[src/design/sdic_pkg.sv]
package sdic_pkg;

  localparam int POSITION_BITS = 32;
  localparam int VALUE_BITS    = 64;
  localparam int MAG_BITS      = VALUE_BITS - 1;
  localparam int MAG_EXT       = MAG_BITS + 4;
  localparam int CFG_IDX_BITS  = 1;

  typedef logic [2:0]               status_t;
  typedef logic [POSITION_BITS-1:0] pos_t;
  typedef logic [VALUE_BITS-1:0]    value_t;
  typedef logic [MAG_BITS-1:0]      mag_t;
  typedef logic [CFG_IDX_BITS-1:0]  cfg_idx_t;

  localparam status_t ST_OK     = 3'd0;
  localparam status_t ST_EMPTY  = 3'd1;
  localparam status_t ST_NOTINT = 3'd2;
  localparam status_t ST_LARGE  = 3'd3;
  localparam status_t ST_RANGE  = 3'd4;
  localparam status_t ST_FAILED = 3'd5;

  localparam cfg_idx_t REG_RANGE_LOW  = 1'b0;
  localparam cfg_idx_t REG_RANGE_HIGH = 1'b1;

  localparam logic [7:0] CH_SPACE   = 8'd32;
  localparam logic [7:0] CH_NEWLINE = 8'd10;
  localparam logic [7:0] CH_MINUS   = 8'd45;
  localparam logic [7:0] CH_ZERO    = 8'd48;
  localparam logic [7:0] CH_NINE    = 8'd57;

  localparam mag_t   MAG_LIMIT       = '1;
  localparam value_t RANGE_LOW_RST   = '0;
  localparam value_t RANGE_HIGH_RST  = {1'b0, MAG_LIMIT};
  localparam pos_t   POS_ONE         = pos_t'(1);

endpackage

[src/design/sdic_in_if.sv]
interface sdic_in_if;
  logic       valid;
  logic       ready;
  logic [7:0] char_byte;
  logic       end_of_input;

  modport source (output valid, output char_byte, output end_of_input, input ready);
  modport sink   (input valid, input char_byte, input end_of_input, output ready);
endinterface

[src/design/sdic_out_if.sv]
interface sdic_out_if;
  logic                    valid;
  logic                    ready;
  logic signed [63:0]      token_value;
  sdic_pkg::status_t       token_status;
  sdic_pkg::pos_t          token_line;
  sdic_pkg::pos_t          token_column;

  modport source (output valid, output token_value, output token_status,
                  output token_line, output token_column, input ready);
  modport sink   (input valid, input token_value, input token_status,
                  input token_line, input token_column, output ready);
endinterface

[src/design/sdic_cfg_if.sv]
interface sdic_cfg_if;
  logic               valid;
  logic               ready;
  sdic_pkg::cfg_idx_t index;
  logic signed [63:0] data;

  modport source (output valid, output index, output data, input ready);
  modport sink   (input valid, input index, input data, output ready);
endinterface

[src/design/strict_decimal_integer_checker_unit.sv]
// Channel  Dir  Payload                                          Handshake
// in_ch    in   char_byte[7:0], end_of_input                     valid/ready
// out_ch   out  token_value[63:0] s, token_status[2:0],          valid/ready
//               token_line[31:0], token_column[31:0]
// cfg_ch   in   index[0] (0 range_low, 1 range_high), data[63:0] valid/ready
//
// One byte per cycle. A delimiter beat, or an end-of-input beat closing an open token,
// yields its result on out_ch in the cycle after acceptance; the path is the x10+digit
// add with overflow compare and, on close, the 64-bit negate and range compares.
// rst_n (sync, active low) clears token state, sticky failure and positions;
// range registers return to their defaults. in_ch stalls only while a result
// is held and out_ch.ready is low. cfg_ch is always ready.
module strict_decimal_integer_checker_unit (
  input  logic       clk,
  input  logic       rst_n,
  sdic_in_if.sink    in_ch,
  sdic_out_if.source out_ch,
  sdic_cfg_if.sink   cfg_ch
);

  sdic_pkg::value_t range_low_r, range_high_r;

  sdic_pkg::mag_t mag_r, mag_nxt;
  logic minus_r, minus_nxt;
  logic dig_seen_r, dig_seen_nxt;
  logic lead_zero_r, lead_zero_nxt;
  logic malf_r, malf_nxt;
  logic ovf_r, ovf_nxt;
  logic open_r, open_nxt;
  logic fail_r, fail_nxt;
  sdic_pkg::pos_t line_r, line_nxt;
  sdic_pkg::pos_t col_r, col_nxt;
  sdic_pkg::pos_t sline_r, sline_nxt;
  sdic_pkg::pos_t scol_r, scol_nxt;

  logic                out_valid_r, out_valid_nxt;
  sdic_pkg::value_t    value_r;
  sdic_pkg::status_t   status_r;
  sdic_pkg::pos_t      oline_r, ocol_r;

  logic in_fire;
  logic is_delim, is_minus, is_num;
  logic [3:0] dig;

  sdic_pkg::mag_t t_mag;
  logic t_minus, t_seen, t_lz, t_malf, t_ovf;
  logic [sdic_pkg::MAG_EXT-1:0] mag_sum;
  logic step_ovf;

  logic             bad_tok;
  sdic_pkg::value_t close_val;
  logic             in_range;
  sdic_pkg::status_t close_status;

  logic              emit;
  sdic_pkg::value_t  emit_val;
  sdic_pkg::status_t emit_status;
  sdic_pkg::pos_t    emit_line, emit_col;

  function automatic sdic_pkg::pos_t pos_inc(input sdic_pkg::pos_t v);
    pos_inc = (v == '1) ? v : v + sdic_pkg::POS_ONE;
  endfunction

  assign in_ch.ready  = !out_valid_r || out_ch.ready;
  assign in_fire      = in_ch.valid && in_ch.ready;
  assign cfg_ch.ready = 1'b1;

  assign is_delim = (in_ch.char_byte == sdic_pkg::CH_SPACE) ||
                    (in_ch.char_byte == sdic_pkg::CH_NEWLINE);
  assign is_minus = (in_ch.char_byte == sdic_pkg::CH_MINUS);
  assign is_num   = in_ch.char_byte inside {[sdic_pkg::CH_ZERO:sdic_pkg::CH_NINE]};
  assign dig      = in_ch.char_byte[3:0];

  // token state as seen by a token byte: fresh when no token is open
  assign t_mag   = open_r ? mag_r : '0;
  assign t_minus = open_r && minus_r;
  assign t_seen  = open_r && dig_seen_r;
  assign t_lz    = open_r && lead_zero_r;
  assign t_malf  = open_r && malf_r;
  assign t_ovf   = open_r && ovf_r;

  assign mag_sum  = {1'b0, t_mag, 3'b000} + {3'b000, t_mag, 1'b0}
                    + {{(sdic_pkg::MAG_EXT-4){1'b0}}, dig};
  assign step_ovf = mag_sum > {4'b0000, sdic_pkg::MAG_LIMIT};

  assign bad_tok   = malf_r || !dig_seen_r || (minus_r && lead_zero_r);
  assign close_val = minus_r ? -{1'b0, mag_r} : {1'b0, mag_r};
  assign in_range  = ($signed(close_val) >= $signed(range_low_r)) &&
                     ($signed(close_val) <= $signed(range_high_r));

  always_comb begin
    if (fail_r) begin
      close_status = sdic_pkg::ST_FAILED;
    end else if (bad_tok) begin
      close_status = sdic_pkg::ST_NOTINT;
    end else if (ovf_r) begin
      close_status = sdic_pkg::ST_LARGE;
    end else if (!in_range) begin
      close_status = sdic_pkg::ST_RANGE;
    end else begin
      close_status = sdic_pkg::ST_OK;
    end
  end

  always_comb begin
    mag_nxt       = mag_r;
    minus_nxt     = minus_r;
    dig_seen_nxt  = dig_seen_r;
    lead_zero_nxt = lead_zero_r;
    malf_nxt      = malf_r;
    ovf_nxt       = ovf_r;
    open_nxt      = open_r;
    line_nxt      = line_r;
    col_nxt       = col_r;
    sline_nxt     = sline_r;
    scol_nxt      = scol_r;
    emit          = 1'b0;
    emit_status   = close_status;
    emit_line     = sline_r;
    emit_col      = scol_r;
    if (in_fire) begin
      if (in_ch.end_of_input) begin
        emit     = open_r;
        open_nxt = 1'b0;
      end else if (is_delim) begin
        emit     = 1'b1;
        open_nxt = 1'b0;
        if (!open_r) begin
          emit_status = fail_r ? sdic_pkg::ST_FAILED : sdic_pkg::ST_EMPTY;
          emit_line   = line_r;
          emit_col    = col_r;
        end
        if (in_ch.char_byte == sdic_pkg::CH_NEWLINE) begin
          line_nxt = pos_inc(line_r);
          col_nxt  = sdic_pkg::POS_ONE;
        end else begin
          col_nxt = pos_inc(col_r);
        end
      end else begin
        open_nxt      = 1'b1;
        mag_nxt       = t_mag;
        minus_nxt     = t_minus;
        dig_seen_nxt  = t_seen;
        lead_zero_nxt = t_lz;
        malf_nxt      = t_malf;
        ovf_nxt       = t_ovf;
        if (!open_r) begin
          sline_nxt = line_r;
          scol_nxt  = col_r;
        end
        if (is_minus) begin
          if (t_minus || t_seen) begin
            malf_nxt = 1'b1;
          end else begin
            minus_nxt = 1'b1;
          end
        end else if (is_num) begin
          if (!t_seen) begin
            dig_seen_nxt  = 1'b1;
            lead_zero_nxt = (dig == 4'd0);
          end else if (t_lz) begin
            malf_nxt = 1'b1;
          end
          if (!t_ovf) begin
            if (step_ovf) begin
              ovf_nxt = 1'b1;
            end else begin
              mag_nxt = mag_sum[sdic_pkg::MAG_BITS-1:0];
            end
          end
        end else begin
          malf_nxt = 1'b1;
        end
        col_nxt = pos_inc(col_r);
      end
    end
    emit_val      = (emit_status == sdic_pkg::ST_OK) ? close_val : '0;
    fail_nxt      = fail_r || (emit && (emit_status != sdic_pkg::ST_OK));
    out_valid_nxt = emit ? 1'b1 : (out_ch.ready ? 1'b0 : out_valid_r);
  end

  always_ff @(posedge clk) begin
    if (!rst_n) begin
      range_low_r  <= sdic_pkg::RANGE_LOW_RST;
      range_high_r <= sdic_pkg::RANGE_HIGH_RST;
    end else if (cfg_ch.valid && cfg_ch.ready) begin
      if (cfg_ch.index == sdic_pkg::REG_RANGE_LOW) begin
        range_low_r <= cfg_ch.data;
      end else begin
        range_high_r <= cfg_ch.data;
      end
    end
  end

  always_ff @(posedge clk) begin
    if (!rst_n) begin
      mag_r       <= '0;
      minus_r     <= 1'b0;
      dig_seen_r  <= 1'b0;
      lead_zero_r <= 1'b0;
      malf_r      <= 1'b0;
      ovf_r       <= 1'b0;
      open_r      <= 1'b0;
      fail_r      <= 1'b0;
      line_r      <= sdic_pkg::POS_ONE;
      col_r       <= sdic_pkg::POS_ONE;
      sline_r     <= sdic_pkg::POS_ONE;
      scol_r      <= sdic_pkg::POS_ONE;
      out_valid_r <= 1'b0;
    end else begin
      mag_r       <= mag_nxt;
      minus_r     <= minus_nxt;
      dig_seen_r  <= dig_seen_nxt;
      lead_zero_r <= lead_zero_nxt;
      malf_r      <= malf_nxt;
      ovf_r       <= ovf_nxt;
      open_r      <= open_nxt;
      fail_r      <= fail_nxt;
      line_r      <= line_nxt;
      col_r       <= col_nxt;
      sline_r     <= sline_nxt;
      scol_r      <= scol_nxt;
      out_valid_r <= out_valid_nxt;
    end
  end

  always_ff @(posedge clk) begin
    if (emit) begin
      value_r  <= emit_val;
      status_r <= emit_status;
      oline_r  <= emit_line;
      ocol_r   <= emit_col;
    end
  end

  assign out_ch.valid        = out_valid_r;
  assign out_ch.token_value  = value_r;
  assign out_ch.token_status = status_r;
  assign out_ch.token_line   = oline_r;
  assign out_ch.token_column = ocol_r;

  a_fail_sticky: assert property (@(posedge clk) disable iff (!rst_n)
    out_valid_r && (status_r != sdic_pkg::ST_OK) |-> fail_r)
    else $error("failing beat without sticky failure");

  a_failed_reports: assert property (@(posedge clk) disable iff (!rst_n)
    $past(rst_n) && $past(emit) && $past(fail_r) |-> status_r == sdic_pkg::ST_FAILED)
    else $error("beat after failure not reported as failed");

  a_pos_nonzero: assert property (@(posedge clk) disable iff (!rst_n)
    (line_r != '0) && (col_r != '0) && (sline_r != '0) && (scol_r != '0))
    else $error("position counter wrapped");

  a_value_zero_on_error: assert property (@(posedge clk) disable iff (!rst_n)
    out_valid_r && (status_r != sdic_pkg::ST_OK) |-> value_r == '0)
    else $error("nonzero value on error beat");

endmodule
[src/flat_wrapper.sv]
// flat-port wrapper written by rule: the top's interface ports become plain ports
module strict_decimal_integer_checker_unit_flat 
  (clk, rst_n, in_ch_valid, in_ch_char_byte, in_ch_end_of_input, in_ch_ready, out_ch_valid, out_ch_token_value, out_ch_token_status, out_ch_token_line, out_ch_token_column, out_ch_ready, cfg_ch_valid, cfg_ch_index, cfg_ch_data, cfg_ch_ready);
  sdic_in_if in_ch_i ();
  sdic_out_if out_ch_i ();
  sdic_cfg_if cfg_ch_i ();
  input  logic clk;
  input  logic rst_n;
  input wire logic [$bits(in_ch_i.valid)-1:0] in_ch_valid;
  input wire logic [$bits(in_ch_i.char_byte)-1:0] in_ch_char_byte;
  input wire logic [$bits(in_ch_i.end_of_input)-1:0] in_ch_end_of_input;
  output wire logic [$bits(in_ch_i.ready)-1:0] in_ch_ready;
  output wire logic [$bits(out_ch_i.valid)-1:0] out_ch_valid;
  output wire logic [$bits(out_ch_i.token_value)-1:0] out_ch_token_value;
  output wire logic [$bits(out_ch_i.token_status)-1:0] out_ch_token_status;
  output wire logic [$bits(out_ch_i.token_line)-1:0] out_ch_token_line;
  output wire logic [$bits(out_ch_i.token_column)-1:0] out_ch_token_column;
  input wire logic [$bits(out_ch_i.ready)-1:0] out_ch_ready;
  input wire logic [$bits(cfg_ch_i.valid)-1:0] cfg_ch_valid;
  input wire logic [$bits(cfg_ch_i.index)-1:0] cfg_ch_index;
  input wire logic [$bits(cfg_ch_i.data)-1:0] cfg_ch_data;
  output wire logic [$bits(cfg_ch_i.ready)-1:0] cfg_ch_ready;
  assign in_ch_i.valid = in_ch_valid;
  assign in_ch_i.char_byte = in_ch_char_byte;
  assign in_ch_i.end_of_input = in_ch_end_of_input;
  assign in_ch_ready = in_ch_i.ready;
  assign out_ch_valid = out_ch_i.valid;
  assign out_ch_token_value = out_ch_i.token_value;
  assign out_ch_token_status = out_ch_i.token_status;
  assign out_ch_token_line = out_ch_i.token_line;
  assign out_ch_token_column = out_ch_i.token_column;
  assign out_ch_i.ready = out_ch_ready;
  assign cfg_ch_i.valid = cfg_ch_valid;
  assign cfg_ch_i.index = cfg_ch_index;
  assign cfg_ch_i.data = cfg_ch_data;
  assign cfg_ch_ready = cfg_ch_i.ready;
  strict_decimal_integer_checker_unit u_core (.clk(clk), .rst_n(rst_n), .in_ch(in_ch_i), .out_ch(out_ch_i), .cfg_ch(cfg_ch_i));
endmodule
[config.mk]
export PLATFORM = sky130hd
export DESIGN_NAME = strict_decimal_integer_checker_unit_flat
export DESIGN_NICKNAME = d
export VERILOG_FILES = /design/src/design/sdic_pkg.sv /design/src/design/sdic_in_if.sv /design/src/design/sdic_out_if.sv /design/src/design/sdic_cfg_if.sv /design/src/design/strict_decimal_integer_checker_unit.sv /design/src/flat_wrapper.sv
export SDC_FILE = /design/constraint.sdc
export NUM_CORES = 1
export LEC_CHECK = 0
export BUFFER_PORTS_ARGS = -buffer_cell sky130_fd_sc_hd__buf_4
export CORE_ASPECT_RATIO = 0.7
export CORE_MARGIN = 2
export CORE_UTILIZATION = 35
export CTS_CLUSTER_DIAMETER = 200
export CTS_CLUSTER_SIZE = 24
export DETAILED_ROUTE_END_ITERATION = 10
export GPL_ROUTABILITY_DRIVEN = 0
export PLACE_DENSITY = 0.62
export SYNTH_ARGS = -nofsm -noshare
export SYNTH_HDL_FRONTEND = slang
export SYNTH_SLANG_ARGS = --single-unit
[constraint.sdc]
create_clock -name clk -period 10.2 [get_ports clk]
set_input_delay 2.04 -clock clk [delete_from_list [all_inputs] [get_ports clk]]
set_output_delay 2.04 -clock clk [all_outputs]
set_load 0.02 [all_outputs]
==> impl_metrics.toml <==
[yosys]
yosysTopAreaCell = "dfxtp_1"
syn_nets = 3457
synth-main-ff-cell = "dfxtp_1"
yosysMostFrequentCell = "nand2_1"
syn_area_per_cell_um2 = 8.66
ys_types = 73
ys_ff_latch = 458
synth-edff-count = 131
ys_seq_area_frac = 0.388
synth.area.top_cells = "dfxtp_1 (24%), edfxtp_1 (15%), ha_1 (12%)"
ys.warnings.count = 0
async_flop_share = 0
syn_area_um2 = 27000
yosysTopAreaCellShare = 0.242
yosys-top-cells-count = "nand2_1 (655), dfxtp_1 (327), ha_1 (256), inv_1 (166), clkbuf_1 (153)"
synth_cells = 3120

[clock_network]
cts_tree = "done"
clkLatencyLatePin_ns = 0.62
cts_resized = 0
clk_pin_slew_ns = 0.12
h-tree-depth = 1
ctsRootBufferMaster = "clkbuf_16"
post_cts_buffers = 0
cts_hold_buf = 0
cts_sinks = 458
cts_max_path_buffers = 3
cts_buffers = 23

[grt]
grt_pass1_vias = 20400
grt_overflow = 0
track_usage = 0.189
antenna_found_initial = 5
grt_max_degree = 95
grt_pass1_wl_mm = 120

[placement]
dp_slack_ns = 2.78
place_hpwl_mm = 57.4
portBuffers = 211

[floorplan]
die_w_um = 336
core-area_um2 = 76700
die_h_um = 236
die_area_um2 = 79400
pin_count = 213
initial_core_util = 0.352
fp-row-count = 85

[status]
status = "finished, final reports clean"

[sta]
max_freq_mhz = 130
final-setup-viol-count = 0
finalMaxSlewViolations = 0
finalWorstSetupSlack_ns = 2.54
relSlewSlack = 0.267
hold_viol = 0
finalCritPeriodShare = 0.751
rsz0062_at_grt = "no"
fin_crit_ns = 7.66
setup_tns_ns = 0
whs_ns = 0.466
max_slew.worst_pin.slew_ns = 1.10
skew_ns = 0.0503

[routing]
drc = 0
vias = 22300
first_pass_iters = 5
ant_nets = 0
routed_wl_mm = 77.1
first_iter_violations = 1820
vias_per_cell = 5.22
wl_per_cell_um = 18.0

[layout]
drive_gt1_frac = 0.0925
nets = 3551
num-fill-cells = 7753
fin_util = 0.394
syn2layout_area_growth_pct = 11.8

[critical_path]
worst-endpoint-required_ns = 10.65
crit_type = "reg2reg"
crit_path_end_kind = "register"
cp.arrival_ns = 8.11
startpoint_type = "register"
crit_fanout = 54

[power]
p_int_mw = 2.44
power.share.combinational = 0.079
seqPwrFrac = 0.590
netSwitchingPower_uw = 821
peakVddDrop_v = 0.000112
pwr-share-clk = 0.331
p_leak_nw = 12.5
power_density_nw_per_um2 = 108
netSwitchingFraction = 0.252

[job]
max-cap-violations = 0

[worst_hold_path]
hold_path.class = "reg2reg"
[final timing paths]
kind	startpoint	end	slack, ns	cells past startpoint
worst min register to register	u_core.scol_r[11]	u_core.scol_r[11]	0.47	2
worst max-delay path	u_core.mag_r[7]	u_core.out_ch.token_value[9]	2.54	19
worst max register to register	u_core.mag_r[7]	u_core.out_ch.token_value[9]	2.54	19
worst min-delay path	u_core.scol_r[11]	u_core.scol_r[11]	0.47	2
[power groups by stage]
stage                     logic (mW)  registers (mW)  clock network, mW
after floorplan                0.141            1.97                  0
after global placement         0.256            1.96                  0
after detailed placement       0.258            1.96                  0
after CTS                      0.259            1.92               1.11
after global routing           0.284            1.93               1.17
final                          0.258            1.92               1.08
[cells by family after synthesis]
family,Yosys count,synth area share
xor+xnor,172,0.0558
flops,458,0.388
mux,5,0.00185
fa+ha+maj,258,0.120
compound gates,701,0.181
buf+inv,329,0.0461
simple gates,1196,0.207
other cells,1,0.000139
[sequential cells by signal, summed over array words and instances (netlist names), 3 cells and up]
name / flops
u_core.col_r: 32
u_core.line_r: 32
u_core.mag_r: 63
u_core.out_ch.token_column: 32
u_core.out_ch.token_line: 32
u_core.out_ch.token_status: 3
u_core.out_ch.token_value: 64
u_core.range_high_r: 64
u_core.range_low_r: 64
u_core.scol_r: 32
u_core.sline_r: 32
[worst max-delay path: stages, from the launching register on]
cell and delay (ns):
dfxtp_1 0.39, or4_1 0.57, nor3_1 0.36, nand3_1 0.39, or4_4 0.68, or3_1 0.39
or3_4 0.36, or2_1 0.33, o31ai_1 0.48, inv_1 0.14, ha_1 0.40, nand4_1 0.13
nor2_1 0.13, nand3_1 0.11, or3_1 0.42, or4_1 0.52, nor4_1 0.47, o211ai_1 0.45
buf_4 0.48, nor2b_1 0.23
[metal layers]
layer / wire length [um] / vias up / track usage
met5: 0 / - / 0
met4: 1450 / 0 / 0.0382
met3: 5570 / 68 / 0.0417
met2: 30500 / 546 / 0.261
met1: 39500 / 10700 / 0.295
li1: - / 11100 / -
[cells in the final DEF (no fill, tap or decap), types with 55 or more instances in the layout]
cell and count:
xor2_1 60, o2bb2ai_1 61, buf_4 231, a21oi_1 128, o21ai_0 98, and2_1 89
o211ai_1 78, nand3_1 55, xnor2_1 112, edfxtp_1 131, nand4_1 65, a21boi_0 137
nor2_1 96, nor2b_1 88, ha_1 256, inv_1 166, dfxtp_1 325, nand2_1 654
[area by class of cell]
type                       count  area (um^2)  share of cell area
clock inverter                 2         50.0             0.00166
clock buffer                  40          639              0.0212
timing repair buffer         232         1750              0.0578
inverter                     166          623              0.0206
tap                         1044         1310              0.0433
sequential                   458        10500               0.347
multi-input combinational   2333        15300               0.508
antenna                        3         7.51            0.000249
[per-stage QoR]
step	area [um^2]	power, mW	std cells
final	30200	3.26	4278
after global routing	30200	3.38	4277
after CTS	30200	3.29	4275
after detailed placement	29500	2.22	4233
after global placement	29500	2.22	4233
after floorplan	27000	2.11	3120
(Power assumes the default switching activity.)
